===== config.mk =====
export PLATFORM = sky130hd
export DESIGN_NAME = rbsi_merge
export DESIGN_NICKNAME = d
export VERILOG_FILES = /design/src/design/rbsi_pkg.sv /design/src/design/rbsi_merge.sv
export SDC_FILE = /design/constraint.sdc
export NUM_CORES = 1
export LEC_CHECK = 0
export ABC_AREA = 1
export BUFFER_PORTS_ARGS = -buffer_cell sky130_fd_sc_hd__buf_2
export CAP_MARGIN = 10
export CORE_ASPECT_RATIO = 1.2
export CORE_MARGIN = 2
export CORE_UTILIZATION = 40
export DETAILED_ROUTE_END_ITERATION = 16
export HOLD_SLACK_MARGIN = 0.02
export PLACE_DENSITY = 0.75
export SYNTH_ARGS = -nofsm -noshare
export SYNTH_HDL_FRONTEND = slang
export SYNTH_SLANG_ARGS = --single-unit

===== constraint.sdc =====
create_clock -name clk_i -period 4.7 [get_ports clk_i]
set_input_delay 0.94 -clock clk_i [delete_from_list [all_inputs] [get_ports clk_i]]
set_output_delay 0.94 -clock clk_i [all_outputs]
set_load 0.02 [all_outputs]

===== src/design/rbsi_pkg.sv =====
package rbsi_pkg;

  // default geometry of the coordinates
  localparam int unsigned COORD_WIDTH_DEF = 32;
  localparam int unsigned FRAC_BITS_DEF   = 16;

  localparam int unsigned NUM_AXES = 3;

  // register map, one slot per register
  typedef enum logic [2:0] {
    REG_LOW_X  = 3'd0,
    REG_LOW_Y  = 3'd1,
    REG_LOW_Z  = 3'd2,
    REG_HIGH_X = 3'd3,
    REG_HIGH_Y = 3'd4,
    REG_HIGH_Z = 3'd5,
    REG_SPARE0 = 3'd6,
    REG_SPARE1 = 3'd7
  } box_reg_e;

endpackage


===== src/design/rbsi_merge.sv =====
module rbsi_merge #(
  parameter int unsigned COORD_WIDTH = rbsi_pkg::COORD_WIDTH_DEF
) (
  input  logic                          clk_i,
  input  logic                          en_i,
  input  logic signed [COORD_WIDTH-1:0] near_i [rbsi_pkg::NUM_AXES],
  input  logic signed [COORD_WIDTH-1:0] far_i  [rbsi_pkg::NUM_AXES],
  output logic                          hit_o,
  output logic signed [COORD_WIDTH-1:0] entry_o
);
  import rbsi_pkg::*;

  localparam int unsigned CW = COORD_WIDTH;
  localparam logic signed [CW-1:0] MAXV = {1'b0, {(CW-1){1'b1}}};

  logic signed [CW-1:0] tmin;
  logic signed [CW-1:0] tmax;
  logic signed [CW-1:0] tmin_q;
  logic signed [CW-1:0] tmax_q;

  // largest near and smallest far over the lanes
  always_comb begin
    tmin = near_i[0];
    tmax = far_i[0];
    for (int a = 1; a < NUM_AXES; a++) begin
      if (near_i[a] > tmin) tmin = near_i[a];
      if (far_i[a] < tmax) tmax = far_i[a];
    end
  end

  always_ff @(posedge clk_i) begin
    if (en_i) begin
      tmin_q <= tmin;
      tmax_q <= tmax;
    end
  end

  // hit test and miss value
  assign hit_o   = (tmax_q >= tmin_q) && (tmax_q > 0);
  assign entry_o = hit_o ? tmin_q : MAXV;

endmodule


* Yosys cells after proc, flatten, opt, wreduce, memory -nomap -nowiden
Cells that the tools add are included.
Cells by class: order comparisons 6, multiplexer cells 5, reduce and logical (&&, ||, !) cells 1
Operators by type and width (number):
- $mux 32 | 5
- $gt 32x32->1 | 2
- $lt 32x32->1 | 2
- $ge 32x32->1 | 1
- $gt 32x1->1 const B | 1
- $logic_and 1x1->1 | 1
Word-level totals: register bits 64, bits of input ports 194, output and inout port bits 33, logic and storage cells 14

* Depth between registers and ports, before layout
Gate-level depths: netlist (run 1).
depth in word-level cells 4, depth in mapped cells 32, gate-level depth less buffers 30

* Least setup slack after synthesis (run 1)
Ideal clock, no wire load.
path kind input -> register, from in near_i[95] in the netlist's numbering, to reg tmin_q[22], data pin, library setup time 266 ps, arrival 4435 ps, data required time 4434 ps, setup slack -1 ps, cell stages on the path 27, path buffers 2, path through inv_1 > ha_1 > nand2_1 > nor2_1 > nand4_1 > nor4_1 > a211oi_1 > xor2_1 > nand2_1 > clkbuf_1 > nand2_1 > o21ai_1 > ha_1 > a21oi_1 > o21ai_0 > a21oi_1 > nor2_1 > o21bai_1 > a21oi_1 > a211oi_1 > nand2_1 > inv_1 > or2_1 > nand3_1 > inv_2 > clkbuf_1 > o21ai_1
Between the ends: longest elaborated chain between the ends 4
RTL lines:
- start, declared | RTL line rbsi_merge.sv:6 | input logic signed [COORD_WIDTH-1:0] near_i [rbsi_pkg::NUM_AXES],
- $gt 32x32->1 | RTL line rbsi_merge.sv:26 | if (near_i[a] > tmin) tmin = near_i[a];
- $mux 32 * | RTL line rbsi_merge.sv:26
- $gt 32x32->1 | RTL line rbsi_merge.sv:26
- $mux 32 * | RTL line rbsi_merge.sv:26
- via tmin[22] | RTL line rbsi_merge.sv:16 | logic signed [CW-1:0] tmin;
- end signal, assigned | RTL line rbsi_merge.sv:33 | tmin_q <= tmin;
- end, declared | RTL line rbsi_merge.sv:18 | logic signed [CW-1:0] tmin_q;
Mark *: on every way through the listed nets, which the timed path passes. The rest lies on a longest branch. A chain may end at the register's enable or synchronous reset.

* Final worst setup path (run 1)
from in near_i[51] in the netlist's numbering, to reg tmin_q[3], data pin
Same word-level chain as after synthesis.

==> results.yml, run 1 <==
finish:
  drive_gt1_share_pct: 31.82
  fin_util_pct: 56.85
  fin_nets: 1711
  final_cell_mix: "nand2_1, buf_2, inv_1"
  area_growth_pct: 39.87
  mostFrequentLayoutCell: "nand2_1"
  postLayoutCellArea_sq_um: 10680
logic_synthesis:
  syn_area_sq_um: 7636
  synth-edff-count: 64
  synth.avg_cell_area_sq_um: 7.357
  yosys_warnings: 0
  synthesis.nets: 1390
  yosysSeqAreaShare_pct: 25.17
  yosysTopAreaCellShare_pct: 25.89
  ys_ff_latch: 64
  synth_top_area_cell: "ha_1"
  ys_types: 38
  synth_area_leaders: "ha_1, edfxtp_1, nand2_1, inv_1, o21ai_0"
  ys.flop_type: "edfxtp_1"
  synthArstFlopShare_pct: 0
  syn_inst: 1038
cts:
  cts_made_buffers: 9
  cts_sinks: 64
  cts_max_path_buffers: 2
  cts_tree: "yes"
  cts_htree_levels: 3
  hold_buffers: 0
  cts_root_buffer: "clkbuf_16"
  clkTransAtPathRegs_ns: 0.06
critical_path:
  arrival_ns: 5.03
  cpPeakStageDelay_ns: 0.29
  crit_top_cell: "nand2_2"
  cp_top_family: "compound AO/OA/AOI/OAI gates"
  cp_max_fo: 22
  slowest_stage: "ha_1"
  cp-end-kind: "flop"
  crit_type: "in2reg"
  required_ns: 4.76
  crit_buf_inv: 8
  cp-start-kind: "input pin"
detailed_routing:
  wire_per_inst_um: 14.72
  drc_errors: 0
  routed_wl_um: 23870
  viasPerCell: 5.107
  drt-pass1-iter-count: 5
  ant_nets: 0
  drtIter0Drc: 434
  vias: 8278
job:
  cap_violations: 0
floorplanning:
  dieArea_sq_um: 20220
  die_h_um: 155.4
  coreArea_sq_um: 18790
  ioPinCount: 227
  rows: 55
  start_util_pct: 40.65
  die_w_um: 130.1
place:
  placed_area_sq_um: 9694
  gp_congestion: 0.9046
  portBuffers: 226
  dp_hpwl_um: 18360
timing:
  worst_slack_ns: -0.2737
  setup_viol: 32
  rsz0062_at_grt: "true"
  fmax_mhz: 201.1
  hold_ws_ns: 0.9323
  min_period_ns: 4.974
  hold_viol: 0
  worst_pin_slew_ns: 0.8522
  drv_slew: 0
  maxSlewHeadroom_pct: 43.19
  fin_crit_sh_pct: 105.8
power_and_ir_drop:
  power_leakage_nw: 5.623
  power_density_nw_per_um2: 357.6
  vdd_drop_max_mv: 0.2268
global_route:
  gr-total-overflow: 0
  grt_start_max_net_pins: 35
  antenna_found_initial: 1
  grtUsageTotal_pct: 21.55
  grt_pass1_vias: 7874
  grt_pass1_wl_um: 34850
status:
  status: "finished, violations left"
  violations: "negative setup slack"
worst_hold_path:
  hp-class: "in2reg"
## report_power, final
part	switching, mW	internal, mW
Sequential	0.0721	0.845
Combinational	1.35	0.980
Clock	0.224	0.351
## logic make-up after synthesis
| family | count (synthesis) | share of synthesized area, % |
|---|---|---|
| simple gates | 408 | 23.14 |
| fa+ha+maj | 158 | 25.89 |
| flops | 64 | 25.17 |
| xor+xnor | 2 | 0.2294 |
| compound gates | 210 | 14.93 |
| buf+inv | 196 | 10.65 |
## flip-flops by register name, summed over array words and instances (netlist names)
signal and cells:
tmin_q 32, tmax_q 32
## routing by layer
| layer | track usage (%) | part of all wire (%) | up-vias |
|---|---|---|---|
| li1 | - | - | 4203 |
| met1 | 23.62 | 39 | 3729 |
| met2 | 41.61 | 52 | 272 |
| met3 | 3.508 | 5.1 | 74 |
| met4 | 6.605 | 4.1 | 0 |
| met5 | 0 | 0 | - |
## per-stage QoR
stage	TNS [ns]	cells	total power, mW	setup WS (ns)
floorplan	0	1038	2.204	0.03401
global placement	-13.59	1583	2.909	-0.4425
detailed placement	-13.71	1583	2.972	-0.4374
CTS	0	1602	3.580	0.002450
global route	-17.16	1621	4.151	-0.5507
finish	-7.896	1621	3.820	-0.2737
## Yosys cell counts (5+ instances only)
cell type    n
a211oi_1    10
o221ai_1     5
nor3_1       5
clkbuf_1    20
nor4_1      13
buf_6        9
ha_1       158
inv_1      162
nand3_1     80
o21ai_1     24
o21ai_0     86
a21oi_1     70
nor2_1      24
nand2_1    258
edfxtp_1    64
nand4_1     13
## final timing paths
kind  depth (start not counted)    endpoint        from
max                          31   tmin_q[3]  near_i[51]
min                           3  tmin_q[21]  near_i[21]
## cell type report
type	instances	area [sq um]
Antenna cell	1	2.502
Fill cell	1673	8107
Timing Repair Buffer	343	2243
Sequential cell	64	1922
Tap cell	256	320.3
Clock inverter	5	23.77
Multi-Input combinational cell	778	5319
Clock buffer	11	232.7
Inverter	163	616.8
## tightest hold or removal path, cell delays in order
cell and delay [ns]:
buf_2 0.10, nand2_1 0.05, o21ai_0 0.06
## timing repair
action | 4_1_cts | 5_1_grt
gates resized for setup | 19 | 85
gates cloned | 0 | 7
setup endpoints to repair | 32 | 63
hold endpoints to repair | 0 | 0
buffers inserted | 3 | 11
pin swaps | 12 | 7
No activity file was read; power rests on OpenSTA's default activity.
==> run 2, diff against run 1 <==
--- a/config.mk
+++ b/config.mk
@@ -13,7 +13,7 @@
 export CORE_UTILIZATION = 40
 export DETAILED_ROUTE_END_ITERATION = 16
 export HOLD_SLACK_MARGIN = 0.02
-export PLACE_DENSITY = 0.75
+export PLACE_DENSITY = 0.72
 export SYNTH_ARGS = -nofsm -noshare
 export SYNTH_HDL_FRONTEND = slang
 export SYNTH_SLANG_ARGS = --single-unit
==> results.yml, run 2 (synthesis results as in run 1) <==
floorplanning:
  ioPinCount: 227
  rows: 55
  die_h_um: 155.4
  coreArea_sq_um: 18790
  start_util_pct: 40.65
  die_w_um: 130.1
  dieArea_sq_um: 20220
detailed_routing:
  ant_nets: 0
  drc_errors: 0
  vias: 8134
  drtIter0Drc: 472
  wire_per_inst_um: 14.40
  routed_wl_um: 23360
  drt-pass1-iter-count: 5
  viasPerCell: 5.015
finish:
  fillers: 1772
  drive_gt1_share_pct: 33.72
  fin_util_pct: 57.58
  area_growth_pct: 41.65
  multiInputGateArea_sq_um: 5426
  final_cell_mix: "nand2_1, buf_2, inv_1"
  mostFrequentLayoutCell: "nand2_1"
  regArea_sq_um: 1922
  reg.largest.list: "tmax_q (32), tmin_q (32)"
  fin_nets: 1711
  finalNonFillerCells: 1622
global_route:
  grtUsageTotal_pct: 22.05
  grt_pass1_vias: 7956
  grt_pass1_wl_um: 35670
  antenna_found_initial: 2
  grt_start_max_net_pins: 40
  gr-total-overflow: 0
cts:
  hold_buffers: 0
  cts_htree_levels: 3
  cts_made_buffers: 9
  cts_max_path_buffers: 2
  cts_sinks: 64
  cts_tree: "yes"
  cts_root_buffer: "clkbuf_16"
  clkTransAtPathRegs_ns: 0.05
timing:
  worst_pin_slew_ns: 0.8805
  rsz0062_at_grt: "true"
  fin_crit_sh_pct: 101.9
  setup_viol: 31
  maxSlewHeadroom_pct: 41.30
  hold_viol: 0
  min_period_ns: 4.790
  worst_slack_ns: -0.09037
  fmax_mhz: 208.8
  drv_slew: 0
status:
  status: "finished, violations left"
  violations: "negative setup slack"
power_and_ir_drop:
  power_density_nw_per_um2: 357.6
  power_leakage_nw: 5.628
  finalPower_mw: 3.867
  vdd_drop_max_mv: 0.2857
critical_path:
  cp_max_fo: 18
  cp-start-kind: "input pin"
  crit_buf_inv: 8
  cpPeakStageDelay_ns: 0.32
  crit_type: "in2reg"
  cp-end-kind: "flop"
  slowest_stage: "ha_1"
  required_ns: 4.77
  cp_top_family: "buffers and inverters"
  worstSetupStartpoint: "near_i[61]"
  crit_top_cell: "buf_4"
  arrival_ns: 4.86
job:
  cap_violations: 0
place:
  gp_congestion: 0.8937
  dp_hpwl_um: 18610
  place_inst: 1585
  portBuffers: 226
worst_hold_path:
  min_from: "near_i[7]"
  hp-class: "in2reg"
==> run 2: changes by cell type in the layout (fill, tap and decap cells not counted), sizes merged <==
cell    before  now
buf        337  341
bufinv       0    1
clkbuf      17   13
clkinv       6    5
diode        1    2
==> run 2: power breakdown <==
group	internal, mW	switching [mW]	total [mW]
Sequential	0.845	0.0687	0.914
Combinational	0.970	1.35	2.32
Clock	0.404	0.226	0.630
==> run 2: layout make-up <==
class,instances,share of cell area [%]
inverters,163,5.749
diodes,2,0.04627
repair buffers,343,20.72
clock buffers,11,2.152
flip-flops and latches,64,17.77
clock inverters,5,0.4396
well taps,256,2.961
multi-input cells,778,50.17
==> run 2: worst paths after layout <==
kind,to,slack (ns),cells past startpoint
max,tmin_q[14],-0.09,26
min,tmin_q[7],0.91,3
==> run 2: layer usage <==
layer	track usage (%)	share of wire [%]
met2	42.01	53
met3	3.680	4.5
met4	5.888	2.8
met5	0	0
met1	24.95	39
==> run 2: metrics by stage <==
step,hold slack (ns),setup slack [ns],instance area [sq um],TNS [ns]
floorplan,1.053,0.03401,7637,0
global placement,1.236,-0.3734,9684,-11.14
detailed placement,1.251,-0.5815,9684,-18.90
CTS,0.9053,0.005817,10260,0
global route,0.9144,-0.3798,10820,-10.64
finish,0.9124,-0.09037,10820,-1.784
==> run 2: tightest hold or removal path, delay by kind of cell <==
family / cells / cell delay [ns]
AO/OA/AOI/OAI: 1 / 0.05
buffers and inverters: 1 / 0.09
AND/OR/NAND/NOR: 1 / 0.05
==> run 2: what timing repair did <==
item | CTS | global route
setup buffers | 5 | 10
cloned | 2 | 2
hold endpoints to repair | 0 | 0
pin swaps | 0 | 7
resized for setup | 46 | 108
setup endpoints to repair | 32 | 49
